--- src/sv/acac_pkg.sv ---
// acac_pkg: shared constants for the argb channel arithmetic clamp block
// operation codes, register indexes, field widths and pipeline latency
// no dependencies
package acac_pkg;
    localparam int FRACTION_BITS_DEF = 8;
    localparam int CHAN_W            = 8;
    localparam int OPERAND_W         = 17;
    localparam int MODE_W            = 3;
    localparam int INDEX_W           = 3;
    localparam int LATENCY           = 7;

    localparam logic [MODE_W-1:0] MODE_ADD  = 3'd0;
    localparam logic [MODE_W-1:0] MODE_SUB  = 3'd1;
    localparam logic [MODE_W-1:0] MODE_MUL  = 3'd2;
    localparam logic [MODE_W-1:0] MODE_DIV  = 3'd3;

    localparam logic [INDEX_W-1:0] REG_MODE  = 3'd0;
    localparam logic [INDEX_W-1:0] REG_ALPHA = 3'd1;
    localparam logic [INDEX_W-1:0] REG_RED   = 3'd2;
    localparam logic [INDEX_W-1:0] REG_GREEN = 3'd3;
    localparam logic [INDEX_W-1:0] REG_BLUE  = 3'd4;
endpackage

--- src/sv/acac_chan.sv ---
// acac_chan: one channel of the arithmetic clamp pipeline
// operand register, multiply/add stage, four two-bit divider stages, output clamp
// depends on acac_pkg
module acac_chan
    import acac_pkg::*;
#(
    parameter int FRACTION_BITS = FRACTION_BITS_DEF
)
(
    input  logic                     clk,
    input  logic [MODE_W-1:0]        mode,
    input  logic [CHAN_W-1:0]        x,
    input  logic signed [OPERAND_W:0] operand,
    output logic [CHAN_W-1:0]        y
);
    localparam int DW = CHAN_W + FRACTION_BITS;        // scaled pixel
    localparam int CW = OPERAND_W + 1;                 // operand incl. forced 1.0
    localparam int VW = DW + CW + 1;                   // raw arithmetic result
    localparam int RW = DW + CW;                       // divider working width
    localparam int NS = 4;                             // divider stages

    // stage 0
    logic [CHAN_W-1:0]        x0_reg;
    logic signed [CW-1:0]     c0_reg;
    // stages 1..5
    logic [CHAN_W-1:0]        x_reg   [1:NS+1];
    logic signed [VW-1:0]     raw_reg [1:NS+1];
    logic [RW-1:0]            rem_reg [1:NS+1];
    logic [CHAN_W-1:0]        q_reg   [1:NS+1];
    logic [RW-1:0]            cd_reg  [1:NS+1];
    logic                     zero_reg[1:NS+1];
    logic                     sat_reg [1:NS+1];
    logic [CHAN_W-1:0]        y_reg;

    logic signed [VW-1:0]     raw_next;
    logic [RW-1:0]            dvd;
    logic [RW-1:0]            cpos;
    logic [CHAN_W-1:0]        y_next;
    logic [FRACTION_BITS+CHAN_W:0] scaled_int;

    always_comb
    begin
        dvd  = RW'(x0_reg) << FRACTION_BITS;
        cpos = RW'($unsigned(c0_reg));
        case (mode)
            MODE_ADD: raw_next = VW'(signed'({1'b0, dvd[DW-1:0]})) + VW'(c0_reg);
            MODE_SUB: raw_next = VW'(signed'({1'b0, dvd[DW-1:0]})) - VW'(c0_reg);
            MODE_MUL: raw_next = VW'(signed'({1'b0, x0_reg})) * VW'(c0_reg);
            default:  raw_next = '0;
        endcase
    end

    always_ff @(posedge clk)
    begin
        x0_reg <= x;
        c0_reg <= operand;
        x_reg[1]    <= x0_reg;
        raw_reg[1]  <= raw_next;
        rem_reg[1]  <= dvd;
        q_reg[1]    <= '0;
        cd_reg[1]   <= cpos;
        zero_reg[1] <= (c0_reg <= 0) || (x0_reg == '0);
        sat_reg[1]  <= dvd >= (cpos << CHAN_W);
        for (int s = 1; s <= NS; s++)
        begin
            logic [RW-1:0]     r;
            logic [CHAN_W-1:0] q;
            int                b;
            r = rem_reg[s];
            q = q_reg[s];
            for (int k = 0; k < 2; k++)
            begin
                b = CHAN_W - 1 - 2 * (s - 1) - k;
                if (r >= (cd_reg[s] << b))
                begin
                    r    = r - (cd_reg[s] << b);
                    q[b] = 1'b1;
                end
            end
            rem_reg[s+1]  <= r;
            q_reg[s+1]    <= q;
            x_reg[s+1]    <= x_reg[s];
            raw_reg[s+1]  <= raw_reg[s];
            cd_reg[s+1]   <= cd_reg[s];
            zero_reg[s+1] <= zero_reg[s];
            sat_reg[s+1]  <= sat_reg[s];
        end
        y_reg <= y_next;
    end

    // truncate toward zero then saturate; divide takes the saturated quotient, unused modes pass x through
    always_comb
    begin
        scaled_int = raw_reg[NS+1][FRACTION_BITS+CHAN_W+FRACTION_BITS:FRACTION_BITS];
        case (mode)
            MODE_ADD, MODE_SUB, MODE_MUL:
            begin
                if (raw_reg[NS+1] <= 0)
                    y_next = '0;
                else if ((raw_reg[NS+1] >>> FRACTION_BITS) > VW'(255))
                    y_next = 8'hFF;
                else
                    y_next = scaled_int[CHAN_W-1:0];
            end
            MODE_DIV:
            begin
                if (zero_reg[NS+1])
                    y_next = '0;
                else if (sat_reg[NS+1])
                    y_next = 8'hFF;
                else
                    y_next = q_reg[NS+1];
            end
            default: y_next = x_reg[NS+1];
        endcase
    end

    assign y = y_reg;
endmodule

--- src/sv/argb_channel_arithmetic_clamp_core.sv ---
// argb_channel_arithmetic_clamp_core: top level of the pixel arithmetic clamp block
// config registers, valid pipeline, four channel pipelines
// depends on acac_pkg and acac_chan
//
// takes one argb pixel per clock and gives one pixel per clock; busy never
// rises, so start may be held high every cycle. each pixel passes through the
// operand register, the multiply/add stage, the four two-bit stages of the
// restoring divider and the output register. done marks each result for
// exactly one cycle and the receiver cannot stall, so results must be taken
// as they appear. configuration registers are written through
// cfg_we/cfg_index/cfg_data and must only change while no transaction is in
// flight; writes to unused indexes are ignored. in divide mode a zero operand
// on any channel forces all four operands to 1.0, so the pixel passes through.
module argb_channel_arithmetic_clamp_core
    import acac_pkg::*;
#(
    parameter int FRACTION_BITS = FRACTION_BITS_DEF
)
(
    input  logic                 clk,
    input  logic                 rst_n,
    input  logic                 start,
    output logic                 busy,
    output logic                 done,
    input  logic                 cfg_we,
    input  logic [INDEX_W-1:0]   cfg_index,
    input  logic [OPERAND_W-1:0] cfg_data,
    input  logic [CHAN_W-1:0]    alpha_in,
    input  logic [CHAN_W-1:0]    red_in,
    input  logic [CHAN_W-1:0]    green_in,
    input  logic [CHAN_W-1:0]    blue_in,
    output logic [CHAN_W-1:0]    alpha_out,
    output logic [CHAN_W-1:0]    red_out,
    output logic [CHAN_W-1:0]    green_out,
    output logic [CHAN_W-1:0]    blue_out
);
    logic [MODE_W-1:0]          mode_reg;
    logic signed [OPERAND_W-1:0] op_reg [0:3];
    logic signed [OPERAND_W:0]  op_eff [0:3];
    logic [LATENCY-1:0]         vld_reg;
    logic                       div_fix;
    logic [CHAN_W-1:0]          pix_in  [0:3];
    logic [CHAN_W-1:0]          pix_out [0:3];

    // configuration writes
    always_ff @(posedge clk or negedge rst_n)
    begin
        if (!rst_n)
        begin
            mode_reg <= MODE_ADD;
            for (int i = 0; i < 4; i++)
                op_reg[i] <= '0;
        end
        else if (cfg_we)
        begin
            case (cfg_index)
                REG_MODE:  mode_reg  <= cfg_data[MODE_W-1:0];
                REG_ALPHA: op_reg[0] <= cfg_data;
                REG_RED:   op_reg[1] <= cfg_data;
                REG_GREEN: op_reg[2] <= cfg_data;
                REG_BLUE:  op_reg[3] <= cfg_data;
                default:   ;
            endcase
        end
    end

    // divide by zero on any channel turns every operand into 1.0
    assign div_fix = (mode_reg == MODE_DIV) &&
                     (op_reg[0] == '0 || op_reg[1] == '0 ||
                      op_reg[2] == '0 || op_reg[3] == '0);

    always_comb
    begin
        for (int i = 0; i < 4; i++)
            op_eff[i] = div_fix ? (OPERAND_W+1)'(1) <<< FRACTION_BITS
                                : (OPERAND_W+1)'(op_reg[i]);
    end

    // valid bits travel alongside the channel data
    always_ff @(posedge clk or negedge rst_n)
    begin
        if (!rst_n)
            vld_reg <= '0;
        else
            vld_reg <= {vld_reg[LATENCY-2:0], start & ~busy};
    end

    assign busy = 1'b0;
    assign done = vld_reg[LATENCY-1];

    assign pix_in[0] = alpha_in;
    assign pix_in[1] = red_in;
    assign pix_in[2] = green_in;
    assign pix_in[3] = blue_in;

    for (genvar g = 0; g < 4; g++)
    begin : g_chan
        acac_chan #(.FRACTION_BITS(FRACTION_BITS)) u_chan
        (
            .clk     (clk),
            .mode    (mode_reg),
            .x       (pix_in[g]),
            .operand (op_eff[g]),
            .y       (pix_out[g])
        );
    end

    assign alpha_out = pix_out[0];
    assign red_out   = pix_out[1];
    assign green_out = pix_out[2];
    assign blue_out  = pix_out[3];

    // every accepted transaction produces a done strobe
    a_accept_done: assert property (@(posedge clk) disable iff (!rst_n)
        (start && !busy) |-> ##(LATENCY) done)
        else $error("accepted transaction produced no result");

    a_done_source: assert property (@(posedge clk) disable iff (!rst_n)
        done |-> $past(start && !busy, LATENCY))
        else $error("result without matching transaction");

    a_reset_quiet: assert property (@(posedge clk)
        !rst_n |=> !done)
        else $error("result strobe straight after reset");
endmodule
--- config.mk ---
export PLATFORM = sky130hd
export DESIGN_NAME = argb_channel_arithmetic_clamp_core
export DESIGN_NICKNAME = d
export VERILOG_FILES = /design/src/sv/acac_pkg.sv /design/src/sv/acac_chan.sv /design/src/sv/argb_channel_arithmetic_clamp_core.sv
export SDC_FILE = /design/constraint.sdc
export NUM_CORES = 2
export LEC_CHECK = 0
export ABC_AREA = 1
export BUFFER_PORTS_ARGS = -buffer_cell sky130_fd_sc_hd__buf_2
export CAP_MARGIN = 25
export CORE_MARGIN = 5
export CORE_UTILIZATION = 40
export DETAILED_ROUTE_END_ITERATION = 8
export GPL_ROUTABILITY_DRIVEN = 1
export HOLD_SLACK_MARGIN = 0.02
export SETUP_SLACK_MARGIN = 0.1
export SLEW_MARGIN = 20
export SYNTH_ARGS = -nofsm -noshare
export SYNTH_HDL_FRONTEND = slang
export SYNTH_SLANG_ARGS = --single-unit
--- constraint.sdc ---
create_clock -name clk -period 5.4 [get_ports clk]
set_clock_uncertainty 0.05 [all_clocks]
set_input_delay 0.81 -clock clk [delete_from_list [all_inputs] [get_ports clk]]
set_output_delay 0.81 -clock clk [all_outputs]
set_load 0.005 [all_outputs]
# [Word level (Yosys, flattened, before mapping)]
# Memory sizes are Yosys's and may differ from the RTL's.
# Cells that the tools add are included.
[totals] ram_bits=2420 memories=28 ff_bits=210 output_inout_bits=34
[op_classes] n_lt_le_gt_ge=48 multipliers=4 add_sub_neg=40 muxes=88 n_reduce_logical=24 n_eq_ne=7
[mem_list] memory="g_chan[0].u_chan.raw_reg" words=5 width=35 rd=5 rd_clocked_by_memory_dff=0 write_ports=5 line_no="acac_chan.sv:27" text="logic signed [VW-1:0] raw_reg [1:NS+1];"
[mem_list] memory="g_chan[1].u_chan.raw_reg" words=5 width=35 rd=5 rd_clocked_by_memory_dff=0 write_ports=5 line_no="acac_chan.sv:27"
[mem_list] memory="g_chan[2].u_chan.raw_reg" words=5 width=35 rd=5 rd_clocked_by_memory_dff=0 write_ports=5 line_no="acac_chan.sv:27"
[mem_list] memory="g_chan[3].u_chan.raw_reg" words=5 width=35 rd=5 rd_clocked_by_memory_dff=0 write_ports=5 line_no="acac_chan.sv:27"
[mem_list] memory="g_chan[0].u_chan.cd_reg" words=5 width=34 rd=4 rd_clocked_by_memory_dff=0 write_ports=5 line_no="acac_chan.sv:30" text="logic [RW-1:0] cd_reg [1:NS+1];"
[mem_list] memory="g_chan[0].u_chan.rem_reg" words=5 width=34 rd=4 rd_clocked_by_memory_dff=0 write_ports=5 line_no="acac_chan.sv:28" text="logic [RW-1:0] rem_reg [1:NS+1];"
[mem_list] memory="22 more memories"
[ops] op="$ge 34x34->1" n=32
[ops] op="$mux 34" n=32
[ops] op="$sub 34x34->34" n=32
[ops] op="$pmux 35 s3" n=4
[ops] op="$le 35x1->1 const B" n=4
[ops] op="$mux 8" n=16
[ops] op="$gt 27x9->1 const B" n=4
[ops] op="$ge 16x26->1" n=4
[ops] op="$mul 9x17->26" n=4
[ops] op="$add 17x17->18" n=4
[ops] op="$sub 17x17->18" n=4
[ops] op="$le 17x1->1 const B" n=4
[ops] op="$logic_not 17->1" n=4
[ops] op="$pmux 8 s2" n=4
[ops] op="$logic_not 8->1" n=4
[ops] op="$mux 1" n=32
[ops] op="$eq 3x2->1 const B" n=4
[ops] op="$reduce_and 2->1" n=5
[ops] op="$logic_or 1x1->1" n=7
[ops] op="$eq 3x1->1 const B" n=2
[ops] op="$logic_not 3->1" n=2
[ops] op="$eq 3x3->1 const B" n=1
[ops] op="$reduce_or 3->1" n=1
[ops] op="$logic_and 1x1->1" n=1

# [Longest topological paths before layout]
[logic_depth] word_depth=5 ltp_mapped=36

# [Hierarchy]
# A second synthesis with hierarchy kept.
[unflattened] hier_cells=14750 area_unflattened_um2=108552.9
[modules_own_cells] mod="acac_chan at g_chan[0].u_chan" cells_per_inst=3590 seq_area_each_um2=8027.7 instances=1 area_per_inst_um2=26465.4
[modules_own_cells] mod="acac_chan at g_chan[2].u_chan" cells_per_inst=3597 seq_area_each_um2=8027.7 instances=1 area_per_inst_um2=26265.2
[modules_own_cells] mod="acac_chan at g_chan[1].u_chan" cells_per_inst=3538 seq_area_each_um2=8027.7 instances=1 area_per_inst_um2=26130.1
[modules_own_cells] mod="acac_chan at g_chan[3].u_chan" cells_per_inst=3564 seq_area_each_um2=8027.7 instances=1 area_per_inst_um2=26117.5
[modules_own_cells] mod="argb_channel_arithmetic_clamp_core" cells_per_inst=461 seq_area_each_um2=1951.9 instances=1 area_per_inst_um2=3574.7

# [Least setup slack after synthesis]
# No wires, ideal clock.
[synth_path] path_type="flip-flop to flip-flop" start="register g_chan[0].u_chan.x0_reg[1]" end="register g_chan[0].u_chan.raw_reg[0][55] (netlist name)" path_stages_with_launch=22 t_arrival_ns=4.827 path_slack_ns=0.449 cell_sequence="dfxtp_1 clkbuf_1 clkbuf_1 nand2_1 fa_1 inv_1 fa_1 inv_1 fa_1 fa_1 inv_1 ha_1 inv_1 o21ai_0 a31oi_1 o21ai_0 a21oi_1 o21ai_0 a21boi_0 nand2_1 nand2_1 o21ai_0"
[synth_lines] item="start: declaration" line_no="acac_chan.sv:23" text="logic [CHAN_W-1:0] x0_reg;"
[synth_lines] item="start signal: assignment" line_no="acac_chan.sv:55" text="x0_reg <= x;"

==> impl_metrics.toml <==
[global_route]
gr-usage-all-layers_pct = 21.00
antenna_found_initial = 15
grt_max_degree = 72
grt_pass1_wl_um = 463900
first_global_vias = 85760
overflow = 0

[clocking]
cts_buffers = 182
cts_buffer_depth = 4
clk_latency_ns = 0.86
cts_sinks = 1642
cts.clk_slew.worst_paths_ns = 0.06
h-tree-depth = 4
cts_root_buf = "clkbuf_16"
tritoncts = "yes"

[critical_path]
cp.required_ns = 6.04
crit_path_start_kind = "flip-flop"
crit_start = "g_chan[0].u_chan.c0_reg[12]"
worst-r2r-cell-count = 19
slowest_stage = "dfxtp_1"
worstPathCellList = "ha_1 -> fa_1 -> fa_1 -> fa_1 -> inv_1 -> fa_1 -> inv_1 -> ha_1 -> nand2_1 -> nor4_2 -> nand4_1 -> nand4_1 -> nand2_1 -> nand2_1 -> nand3_1 -> nand2_1 -> a21oi_1 -> o21ai_0 -> nand2_1"
cpPeakStageDelay_ns = 0.72
arrival_ns = 5.66
critical_path_class = "reg -> reg"
reg2reg_slack_ns = 0.38
r2r_start = "g_chan[0].u_chan.c0_reg[12]"
worstPathMaxFanout = 11
endpoint_kind = "flip-flop"
cpMostUsedCell = "nand2_1"
regToRegEndpoint = "g_chan[0].u_chan.raw_reg[0][69]"

[synth]
synth_top_area_cell = "dfxtp_1"
synth_top_area_share_pct = 29.78
synthArstFlopShare_pct = 4.750
avgSynthCellArea_um2 = 7.379
yosysSeqAreaShare_pct = 31.63
synthesis.nets = 15620
synthTopCellsByArea = "dfxtp_1, nand2_1, ha_1"
ys_warn_count = 0
synth_edf_count = 0
syn_inst = 14250
netlist-cell-type-count = 73
synth_seq_cells = 1642
ys.flop_type = "dfxtp_1"
syn_area_um2 = 105200

[timing]
layout_setup_ws_ns = 0.3797
final.min_clock_period_ns = 5.020
max_freq_ghz = 0.1992
final_max_slew_viol_count = 0
rsz0062_at_grt = "true"
max_slew_margin_pct = 35.20
period_share_pct = 92.97
final-hold-violation-count = 0
finalSetupViolCount = 0
fin_setup_tns_ns = 0
worst_pin_slew_ns = 0.9710

[floorplan]
core.rowCount = 188
top_level_ports = 90
design.core.area_um2 = 262000
initial_core_util_pct = 40.13
die_x_um = 522.7
dieArea_um2 = 273200
die_h_um = 522.7

[final_layout]
areaGrowthSynthToFinish_pct = 10.69
final_common_cell = "nand2_1"
drive_gt1_share_pct = 6.741
largest_register_ffs = 520
nets = 15810
layout_common_cells = "nand2_1, inv_1, dfxtp_1, nor2_1, ha_1"

[place]
place_hpwl_um = 239400
gp_congestion = 0.9607
dp_worst_setup_slack_ns = 0.1580
io_buffers = 88

[detailed_routing]
routed_wl_um = 291900
drt_iter0_markers = 5729
first_pass_iters = 6
via_per_inst = 4.881
drtAntennaViolNets = 0
vias = 88370
drc_errors = 0
avgRoutedWirePerCell_um = 16.12

[min_path]
whs_path_depth = 1
min_to = "g_chan[0].u_chan.x0_reg[5]"
hold_class = "in -> reg"
holdCritStartpoint = "alpha_in[5]"

[outcome]
status = "completed"

[flow_run]
maxCapViolations = 0
-- synthesized netlist by cell type (34+ instances only) --
| cell type | instances |
|---|---|
| nor3_1 | 160 |
| o21ai_1 | 75 |
| nand4_1 | 208 |
| nand3b_1 | 44 |
| nand2_2 | 77 |
| clkbuf_1 | 218 |
| nand2_1 | 3398 |
| or2_2 | 45 |
| dfrtp_1 | 78 |
| o21ai_2 | 50 |
| nor2_1 | 1082 |
| xnor2_1 | 285 |
| o21bai_1 | 63 |
| ha_1 | 856 |
| o21ai_0 | 751 |
| a31oi_1 | 36 |
| nand3_2 | 48 |
| a21o_1 | 34 |
| dfxtp_1 | 1564 |
| inv_2 | 56 |
| a21oi_1 | 806 |
| xor2_1 | 238 |
| nor4_1 | 70 |
| nand3_1 | 663 |
| o211ai_1 | 64 |
| fa_1 | 452 |
| inv_1 | 2478 |
-- worst max-delay path: cells and delay by family, from the launching register on --
kind,cells,cell delay [ns]
adder cells (fa/ha/maj),6,2.64
AND/OR/NAND/NOR,9,1.22
flip-flops,1,0.72
AO/OA/AOI/OAI,2,0.14
buffers and inverters,2,0.10
-- metrics by stage --
| stage | hold WS, ns | utilization (%) | area, um2 | instances |
|---|---|---|---|---|
| after floorplan | 0.2596 | - | 105200 | 14250 |
| after global placement | 0.2595 | 41.98 | 110000 | 17740 |
| after detailed placement | 0.2621 | 41.98 | 110000 | 17740 |
| after CTS | 0.02723 | 44.36 | 116200 | 18090 |
| after global routing | 0.04836 | 44.42 | 116400 | 18100 |
| final | 0.08103 | 44.42 | 116400 | 18110 |
-- layer usage --
metal  vias up  GRT usage [%]  routed length [um]
met5         -              0                   7
met4         2          6.508                9123
met3       460          2.350               13530
met2      1902          35.19              133600
met1     40560          28.41              135600
li1      45450              -                   -
-- timing repair --
item / 4_1_cts / 5_1_grt
endpoints found under the hold margin: 30 / 0
setup endpoints to repair: 0 / 59
resized for setup: 0 / 41
hold buffers: 24 / 0
setup buffers: 0 / 1
-- worst max path at each step --
stage                                           end  slack, ns  cells past startpoint
floorplan           g_chan[0].u_chan.raw_reg[0][55]       0.45                     21
global placement    g_chan[2].u_chan.raw_reg[0][59]       0.17                     22
detailed placement  g_chan[2].u_chan.raw_reg[0][59]       0.16                     22
CTS                 g_chan[2].u_chan.raw_reg[0][58]       0.11                     18
global route        g_chan[3].u_chan.raw_reg[0][59]       0.06                     19
finish              g_chan[0].u_chan.raw_reg[0][69]       0.38                     19
-- cell type report --
type                       count  area, um2
timing repair buffer         306       2266
clock inverter                95      999.7
antenna                        9      22.52
fill                       26730     145600
sequential                  1642      33300
tap                         3515       4398
inverter                    2547       9580
clock buffer                 228       4979
multi-input combinational   9764      60850
-- cells by family after synthesis --
logic type,synth area share (%)
AO/OA/AOI/OAI,10.77
XOR/XNOR,4.356
adder cells (fa/ha/maj),18.79
buffers and inverters,10.54
flip-flops,31.63
other,0.003566
AND/OR/NAND/NOR,23.91
Power is left out: the tool's default activity adds up to more than one toggle a clock period on the data nets, which glitch-free logic cannot reach.
